**config.mk**
```make
export PLATFORM = sky130hd
export DESIGN_NAME = positional_list_insert_delete
export DESIGN_NICKNAME = d
export VERILOG_FILES = /design/src/plid_pkg.sv /design/src/plid_ctrl.sv /design/src/plid_datapath.sv /design/src/positional_list_insert_delete.sv
export SDC_FILE = /design/constraint.sdc
export NUM_CORES = 2
export LEC_CHECK = 0
export BUFFER_PORTS_ARGS = -buffer_cell sky130_fd_sc_hd__buf_2
export CORE_MARGIN = 2
export CORE_UTILIZATION = 68
export DETAILED_ROUTE_END_ITERATION = 16
export HOLD_SLACK_MARGIN = 0.02
export PLACE_DENSITY = 0.94
export SLEW_MARGIN = 30
export SYNTH_ARGS = -nofsm -noshare
export SYNTH_HDL_FRONTEND = slang
export SYNTH_SLANG_ARGS = --single-unit
export TNS_END_PERCENT = 5
```
**constraint.sdc**
```tcl
create_clock -name clk -period 13.57 [get_ports clk]
set_input_delay 0.6785 -clock clk [delete_from_list [all_inputs] [get_ports clk]]
set_output_delay 0.6785 -clock clk [all_outputs]
set_load 0.01 [all_outputs]
```
**src/plid_pkg.sv**
```systemverilog
`default_nettype none
// ----------------------------------------------------------------------------
// plid_pkg : shared codes and types for the positional list
// Command and status codes, datapath operation codes and the structs that
// carry commands and flags between the controller and the datapath.
// ----------------------------------------------------------------------------
package plid_pkg;

  localparam int DEF_CAPACITY = 16;

  localparam int CMD_W = 3;
  localparam int VAL_W = 32;
  localparam int POS_W = 5;
  localparam int ST_W  = 2;
  localparam int LEN_W = 5;

  localparam logic [CMD_W-1:0] CMD_INS_FRONT = 3'd0;
  localparam logic [CMD_W-1:0] CMD_INS_BACK  = 3'd1;
  localparam logic [CMD_W-1:0] CMD_INS_POS   = 3'd2;
  localparam logic [CMD_W-1:0] CMD_DEL_FRONT = 3'd3;
  localparam logic [CMD_W-1:0] CMD_DEL_BACK  = 3'd4;
  localparam logic [CMD_W-1:0] CMD_DEL_POS   = 3'd5;
  localparam logic [CMD_W-1:0] CMD_DUMP      = 3'd6;

  localparam logic [ST_W-1:0] ST_OK     = 2'd0;
  localparam logic [ST_W-1:0] ST_BADPOS = 2'd1;
  localparam logic [ST_W-1:0] ST_FULL   = 2'd2;
  localparam logic [ST_W-1:0] ST_EMPTY  = 2'd3;

  // datapath operations
  localparam logic [2:0] OP_NONE       = 3'd0;
  localparam logic [2:0] OP_INS        = 3'd1;
  localparam logic [2:0] OP_DEL        = 3'd2;
  localparam logic [2:0] OP_DUMP_START = 3'd3;
  localparam logic [2:0] OP_DUMP_STEP  = 3'd4;

  // where an insert or delete lands
  localparam logic [1:0] AT_FRONT = 2'd0;
  localparam logic [1:0] AT_BACK  = 2'd1;
  localparam logic [1:0] AT_POS   = 2'd2;

  typedef struct packed {
    logic [2:0]      op;
    logic [1:0]      at;
    logic            load_out;
    logic [ST_W-1:0] status;
    logic            last;
  } dp_cmd_t;

  typedef struct packed {
    logic full;
    logic empty;
    logic ins_pos_ok;
    logic del_pos_ok;
    logic single;
    logic one_left;
  } dp_flag_t;

endpackage
`default_nettype wire

```
**src/plid_ctrl.sv**
```systemverilog
`default_nettype none
// ----------------------------------------------------------------------------
// plid_ctrl : command sequencer
// Decodes each accepted command into a datapath operation and paces a dump
// one element per cycle against the output handshake.
// ----------------------------------------------------------------------------
module plid_ctrl (
  input  wire                             clk,
  input  wire                             rst,
  input  wire                             in_valid,
  output logic                            in_stall,
  input  wire  [plid_pkg::CMD_W-1:0]      command,
  output logic                            out_valid,
  input  wire                             out_stall,
  input  plid_pkg::dp_flag_t              flags,
  output plid_pkg::dp_cmd_t               cmd
);
  import plid_pkg::*;

  localparam logic S_IDLE = 1'b0;
  localparam logic S_DUMP = 1'b1;

  logic state;
  logic state_next;
  logic slot_free;
  logic accept;

  assign slot_free = !out_valid || !out_stall;
  assign in_stall  = (state == S_DUMP) || !slot_free;
  assign accept    = in_valid && !in_stall;

  always_comb begin
    cmd        = '0;
    cmd.op     = OP_NONE;
    cmd.status = ST_OK;
    state_next = state;
    unique case (state)
      S_IDLE: begin
        if (accept) begin
          cmd.load_out = 1'b1;
          cmd.last     = 1'b1;
          unique case (command) inside
            CMD_INS_FRONT, CMD_INS_BACK, CMD_INS_POS: begin
              if (flags.full) begin
                cmd.status = ST_FULL;
              end else if (command == CMD_INS_POS && !flags.ins_pos_ok) begin
                cmd.status = ST_BADPOS;
              end else begin
                cmd.op = OP_INS;
                cmd.at = (command == CMD_INS_FRONT) ? AT_FRONT :
                         (command == CMD_INS_BACK)  ? AT_BACK : AT_POS;
              end
            end
            CMD_DEL_FRONT, CMD_DEL_BACK, CMD_DEL_POS: begin
              if (flags.empty) begin
                cmd.status = ST_EMPTY;
              end else if (command == CMD_DEL_POS && !flags.del_pos_ok) begin
                cmd.status = ST_BADPOS;
              end else begin
                cmd.op = OP_DEL;
                cmd.at = (command == CMD_DEL_FRONT) ? AT_FRONT :
                         (command == CMD_DEL_BACK)  ? AT_BACK : AT_POS;
              end
            end
            CMD_DUMP: begin
              if (flags.empty) begin
                cmd.status = ST_EMPTY;
              end else begin
                cmd.op   = OP_DUMP_START;
                cmd.last = flags.single;
                if (!flags.single) begin
                  state_next = S_DUMP;
                end
              end
            end
            default: cmd.status = ST_BADPOS;
          endcase
        end
      end
      S_DUMP: begin
        if (slot_free) begin
          cmd.op       = OP_DUMP_STEP;
          cmd.load_out = 1'b1;
          cmd.last     = flags.one_left;
          if (flags.one_left) begin
            state_next = S_IDLE;
          end
        end
      end
      default: state_next = S_IDLE;
    endcase
  end

  always_ff @(posedge clk) begin
    if (rst) begin
      state     <= S_IDLE;
      out_valid <= 1'b0;
    end else begin
      state <= state_next;
      if (cmd.load_out) begin
        out_valid <= 1'b1;
      end else if (!out_stall) begin
        out_valid <= 1'b0;
      end
    end
  end

endmodule
`default_nettype wire

```
**src/plid_datapath.sv**
```systemverilog
`default_nettype none
// ----------------------------------------------------------------------------
// plid_datapath : chain of element cells, count and output word register
// Cells from the landing index on shift at once on insert or delete; a dump
// rotates the live cells; the front one is read each unstalled cycle.
// ----------------------------------------------------------------------------
module plid_datapath #(
  parameter int CAPACITY = plid_pkg::DEF_CAPACITY
) (
  input  wire                                clk,
  input  wire                                rst,
  input  plid_pkg::dp_cmd_t                  cmd,
  output plid_pkg::dp_flag_t                 flags,
  input  wire  signed [plid_pkg::VAL_W-1:0]  value,
  input  wire  [plid_pkg::POS_W-1:0]         position,
  output logic [plid_pkg::ST_W-1:0]          status,
  output logic signed [plid_pkg::VAL_W-1:0]  element,
  output logic [plid_pkg::LEN_W-1:0]         length,
  output logic                               last_of_run
);
  import plid_pkg::*;

  localparam int CW = $clog2(CAPACITY + 1);
  localparam int IW = (CAPACITY > 1) ? $clog2(CAPACITY) : 1;
  localparam int PW = ((CW > POS_W) ? CW : POS_W) + 1;

  logic signed [VAL_W-1:0] cells [CAPACITY];
  logic [CW-1:0] count;
  logic [CW-1:0] count_next;
  logic [CW-1:0] remaining;
  logic [CW-1:0] count_m1;
  logic [PW-1:0] pos_w;
  logic [PW-1:0] count_w;
  logic [PW-1:0] pos_m1;
  logic [IW-1:0] idx;
  logic [CW+LEN_W-1:0] len_wide;

  assign count_m1 = count - CW'(1);
  assign pos_w    = PW'(position);
  assign count_w  = PW'(count);
  assign pos_m1   = pos_w - PW'(1);

  assign flags.full       = (count == CW'(CAPACITY));
  assign flags.empty      = (count == '0);
  assign flags.ins_pos_ok = (pos_w != '0) && (pos_w <= count_w + PW'(1));
  assign flags.del_pos_ok = (pos_w != '0) && (pos_w <= count_w);
  assign flags.single     = (count == CW'(1));
  assign flags.one_left   = (remaining == CW'(1));

  // landing index of the insert or delete; only used when in range
  always_comb begin
    case (cmd.at)
      AT_FRONT: idx = '0;
      AT_BACK:  idx = (cmd.op == OP_INS) ? IW'(count) : IW'(count_m1);
      default:  idx = IW'(pos_m1);
    endcase
  end

  always_comb begin
    case (cmd.op)
      OP_INS:  count_next = count + CW'(1);
      OP_DEL:  count_next = count_m1;
      default: count_next = count;
    endcase
  end

  assign len_wide = {{LEN_W{1'b0}}, count_next};

  always_ff @(posedge clk) begin
    if (rst) begin
      count     <= '0;
      remaining <= '0;
    end else begin
      count <= count_next;
      if (cmd.op == OP_DUMP_START) begin
        remaining <= count_m1;
      end else if (cmd.op == OP_DUMP_STEP) begin
        remaining <= remaining - CW'(1);
      end
    end
  end

  always_ff @(posedge clk) begin
    case (cmd.op) inside
      OP_INS: begin
        if (idx == '0) begin
          cells[0] <= value;
        end
        for (int i = 1; i < CAPACITY; i++) begin
          if (IW'(i) > idx) begin
            cells[i] <= cells[i-1];
          end else if (IW'(i) == idx) begin
            cells[i] <= value;
          end
        end
      end
      OP_DEL: begin
        for (int i = 0; i < CAPACITY - 1; i++) begin
          if (IW'(i) >= idx) begin
            cells[i] <= cells[i+1];
          end
        end
      end
      OP_DUMP_START, OP_DUMP_STEP: begin
        // rotate the live cells: front wraps round to the back
        for (int i = 0; i < CAPACITY; i++) begin
          if (CW'(i) == count_m1) begin
            cells[i] <= cells[0];
          end else if (i < CAPACITY - 1) begin
            cells[i] <= cells[(i < CAPACITY - 1) ? i + 1 : i];
          end
        end
      end
      default: ;
    endcase
  end

  // output word register
  always_ff @(posedge clk) begin
    if (cmd.load_out) begin
      status      <= cmd.status;
      last_of_run <= cmd.last;
      length      <= len_wide[LEN_W-1:0];
      if (cmd.op == OP_DUMP_START || cmd.op == OP_DUMP_STEP) begin
        element <= cells[0];
      end else begin
        element <= '0;
      end
    end
  end

endmodule
`default_nettype wire

```
**src/positional_list_insert_delete.sv**
```systemverilog
`default_nettype none
// ----------------------------------------------------------------------------
// positional_list_insert_delete : bounded ordered list with positional edits
// Holds up to CAPACITY signed 32-bit values, edited at the front, the back or
// a 1-based position, and dumped front to back.
// ----------------------------------------------------------------------------
// Every command except a dump yields one word, as the cell chain shifts the
// cells from the landing index on at once. A dump of N elements yields N words
// at one per unstalled cycle (the front cell is read while the chain rotates),
// and the next command is taken once the last word has been loaded into the
// output register. A new command is taken while the previous word still waits,
// as long as that word is taken in the same cycle.
// ----------------------------------------------------------------------------
module positional_list_insert_delete #(
  parameter int CAPACITY = plid_pkg::DEF_CAPACITY
) (
  input  wire                                clk,
  input  wire                                rst,
  input  wire                                in_valid,
  output logic                               in_stall,
  input  wire  [plid_pkg::CMD_W-1:0]         command,
  input  wire  signed [plid_pkg::VAL_W-1:0]  value,
  input  wire  [plid_pkg::POS_W-1:0]         position,
  output logic                               out_valid,
  input  wire                                out_stall,
  output logic [plid_pkg::ST_W-1:0]          status,
  output logic signed [plid_pkg::VAL_W-1:0]  element,
  output logic [plid_pkg::LEN_W-1:0]         length,
  output logic                               last_of_run
);
  import plid_pkg::*;

  dp_cmd_t  cmd;
  dp_flag_t flags;

  plid_ctrl u_ctrl (
    .clk       (clk),
    .rst       (rst),
    .in_valid  (in_valid),
    .in_stall  (in_stall),
    .command   (command),
    .out_valid (out_valid),
    .out_stall (out_stall),
    .flags     (flags),
    .cmd       (cmd)
  );

  plid_datapath #(
    .CAPACITY (CAPACITY)
  ) u_datapath (
    .clk         (clk),
    .rst         (rst),
    .cmd         (cmd),
    .flags       (flags),
    .value       (value),
    .position    (position),
    .status      (status),
    .element     (element),
    .length      (length),
    .last_of_run (last_of_run)
  );

endmodule
`default_nettype wire

```
==> metrics.md <==
| Metric | Value |
|---|---|
| Outcome | `finished, final reports clean` |
| Layout overhead on the synthesized area | `8.27%` |
| Fmax | `0.140 GHz` |
| Worst-margin pin slew | `1.09 ns` |
| Worst EP arrival | `7.51 ns` |
| Site Rows | `80` |
| Endpoint class of the critical path | `flop` |
| Via count | `26700` |
| Final WL | `106 mm` |
| XOR/XNOR Fraction of Synth Area | `0.00479` |
| Syn Nets | `2852` |
| HPWL after DPL | `61.4 mm` |
| Post-CTS Hold Buffers | `0` |
| Simple-gate area share of the yosys netlist | `0.0608` |
| Worst skew pair latency | `0.67 ns` |
| Worst Clk Skew | `0.0511 ns` |
| Area leader, netlist | `edfxtp_1` |
| Mux contribution to synthesized area | `0.236` |
| Yosys reg bits | `564` |
| Yosys warning count | `0` |
| Nets | `2793` |
| Remaining Overflow, GRT | `0` |
| Largest family of logic cells by synthesized area | `multiplexers` |
| Mapped Cells | `2786` |
| WS Path Type | `reg2reg` |
| Fraction of layout cells with a size suffix above 1 | `0.134` |
| Post-synthesis cell area | `0.0329 mm2` |
| Prevailing post-synth register cell | `edfxtp_1` |
| Unique masters post-synth | `79` |
| H-tree depth | `2` |
| Avg Inst Size Synth | `11.8 um2` |
| Crit Path Max Fanout | `34` |
| Power Dens Cells | `114 mW/mm2` |
| Total GRT Usage | `0.417` |
| Top Ports | `86` |
| CP startpoint kind | `flop` |
| Post-layout util | `0.746` |
| Largest net degree at the start of global routing | `75` |
| Drt drc | `0` |
| Final Hold Fails | `0` |
| IO Port Bufs | `85` |
| Buffers & Inverters on Critical Path | `4` |
| Worst path cell trace | `inv_1, ha_1, inv_1, ha_1, nor2b_1, o21bai_1, a211o_1, nand2_1, inv_1, ha_1, o211ai_1, o22ai_4, nand3_2, nor3_4, buf_4, mux2i_1, o21ai_1` |
| Initial antenna violation count | `3` |
| RSZ-0062 raised after global routing | `false` |
| Setup slack after layout | `6.41 ns` |
| Core Footprint | `0.0477 mm2` |
| Critical path data required time | `13.92 ns` |
| Final min period | `7.16 ns` |
| Pre-CTS WS | `6.79 ns` |
| Crit-path max cell delay | `0.86 ns` |
| Vias per cell | `7.87` |
| Sink Count | `564` |
| Clock buffer depth | `3` |
| Cts bufs inserted | `58` |
| Number of flops mapped to enable cells by yosys | `552` |
| Setup TNS Final | `0 ns` |
| Delay-heaviest family, CP | `simple AND/OR/NAND/NOR gates` |
| Die X | `224 um` |
| Worst-path clk slew | `0.07 ns` |
| Final-layout fill cell count | `2890` |
| Setup bufs post-CTS | `0` |
| Final period util | `0.528` |
| Die area | `0.0501 mm2` |
| Maximum vdd drop | `0.173 mV` |
| Sequential-to-total area share from yosys stat | `0.511` |
| Leak | `13.7 nW` |
| CTS tree | `yes` |
| Top cells by area, synth | `edfxtp_1 (50%), mux2i_1 (21%), a22oi_1 (2.4%), a21oi_1 (2.2%), mux2_2 (2.2%)` |
| Initial drt markers | `5663` |
| Die Height | `224 um` |
| Ys async rst share | `0` |
| Adder-cell share of the synthesized area | `0.00837` |
| Root Buffer | `clkbuf_16` |
| Total power | `0.00406 W` |
| Max Cap Viol | `0` |
| DR WL/cell | `31.3 um` |
| Worst min path class | `in2reg` |
| DRT antenna net count | `0` |
| First-pass GRT wire length | `158 mm` |
| Synth top area share | `0.504` |
| Slew headroom | `0.273` |
| Synth Area in Compound Gates | `0.139` |
| Max-slew violations | `0` |
| # setup viols final | `0` |
| Final Wtd Congestion | `0.932` |
| Critical Path Slowest Stage Cell | `nor3_4` |
| 1st-pass router iterations | `11` |
| Initial Util | `0.689` |
| Post-cts resize count | `0` |
| Vias in the first global route | `26700` |
-- stage by stage --
step / area, um2 / hold slack (ns) / std cells
global route: 35600 / 0.329 / 3386
floorplan: 32900 / 0.510 / 2786
finish: 35600 / 0.344 / 3388
CTS: 35500 / 0.327 / 3384
global placement: 33500 / 0.536 / 3267
detailed placement: 33800 / 0.553 / 3280
-- metal layers --
layer | wire [um] | up-vias | share of wire | track usage
li1 | - | 10600 | - | -
met1 | 35700 | 12600 | 0.34 | 0.520
met2 | 46400 | 2719 | 0.44 | 0.628
met3 | 16500 | 763 | 0.16 | 0.150
met4 | 7550 | 4 | 0.071 | 0.244
met5 | 27 | - | 0.00025 | 0
-- sequential cells by signal (all words and copies together), names as in the netlist --
name,flops
u_datapath.count,5
u_datapath.cells,512
u_datapath.length,5
u_ctrl.state,1
u_datapath.remaining,5
u_datapath.element,32
u_ctrl.out_valid,1
u_datapath.last_of_run,1
u_datapath.status,2
-- cells by family (layout without fill, tap and decap cells) --
kind of cell / after synthesis / count (layout)
muxes: 768 / 768
DFF: 564 / 564
and+or+nand+nor: 409 / 409
AOI/OAI and AO/OA: 713 / 713
other: 0 / 2
xor gates and xnor gates: 18 / 18
adders and majority gates: 22 / 22
buffers and inverters: 292 / 277
-- path summary, 6_finish.rpt --
| check | end | slack (ns) | startpoint | cells after the start |
|---|---|---|---|---|
| setup / recovery | u_datapath.cells[0][365] | 6.41 | u_datapath.count[0] | 17 |
| hold / removal | u_ctrl.out_valid | 0.34 | in_valid | 3 |
| setup reg to reg | u_datapath.cells[0][365] | 6.41 | u_datapath.count[0] | 17 |
| hold reg to reg | u_datapath.cells[0][221] | 0.58 | u_datapath.cells[0][253] | 2 |
-- power by group --
group	switching (W)	internal [W]	leakage, nW
sequential	0.0000800	0.00205	5.21
combinational	0.000261	0.000134	7.67
clock	0.000707	0.000830	0.838
total	0.00105	0.00302	13.7
-- cells in the mapped netlist (7+ instances only) --
library cell and n:
a21o_1 40, o21ai_1 123, o211ai_1 7, buf_4 8, nor2_1 96, ha_1 22
clkbuf_1 170, xnor2_1 16, inv_1 14, mux2_2 64, a21oi_1 146, nand3_1 52
and2_1 35, o21ai_0 90, a221o_1 32, dfxtp_1 12, nand2_1 133, nor3_1 11
o22ai_1 90, buf_6 12, edfxtp_1 552, mux2i_1 704, buf_1 11, a22oi_1 105
and3_1 37, buf_2 74, a31oi_1 33
-- area by class of cell --
cell class              count  area (um2)  share of cell area
clock buffers              77        1540              0.0434
clock inverters            27         174             0.00489
multi-input cells        1930       15100               0.423
flip-flops and latches    564       16800               0.472
well taps                 615         769              0.0216
inverters                  17        63.8             0.00179
diodes                      2        5.00            0.000141
repair buffers            156        1150              0.0324
-- cells in the final DEF (no fill, tap or decap), types with 5 or more instances in the layout --
master / Yosys / final
a211oi_1: 5 / 5
a21o_1: 40 / 36
a21oi_1: 146 / 142
a21oi_4: 1 / 5
a221o_1: 32 / 32
a22oi_1: 105 / 105
a31oi_1: 33 / 32
and2_1: 35 / 36
and3_1: 37 / 34
buf_16: 0 / 7
buf_2: 74 / 85
buf_4: 8 / 55
buf_8: 0 / 6
clkbuf_1: 170 / 18
clkbuf_16: 0 / 59
clkinv_1: 2 / 16
clkinv_2: 0 / 9
dfxtp_1: 12 / 12
edfxtp_1: 552 / 552
ha_1: 22 / 22
inv_1: 14 / 14
mux2_2: 64 / 64
mux2i_1: 704 / 704
nand2_1: 133 / 130
nand3_1: 52 / 44
nand3_2: 1 / 8
nor2_1: 96 / 90
nor2_4: 1 / 5
nor2b_1: 6 / 5
nor3_1: 11 / 10
o211ai_1: 7 / 7
o21ai_0: 90 / 88
o21ai_1: 123 / 123
o22ai_1: 90 / 90
xnor2_1: 16 / 16
-- worst reg2reg max path: stages, from the launching register on --
cell and delay (ns):
dfxtp_1 0.60, inv_1 0.22, ha_1 0.37, inv_1 0.11, ha_1 0.30, nor2b_1 0.14
o21bai_1 0.12, a211o_1 0.37, nand2_1 0.65, inv_1 0.49, ha_1 0.44, o211ai_1 0.15
o22ai_4 0.38, nand3_2 0.76, nor3_4 0.87, buf_4 0.47, mux2i_1 0.31, o21ai_1 0.11
Power figures use the tool's default switching activity.
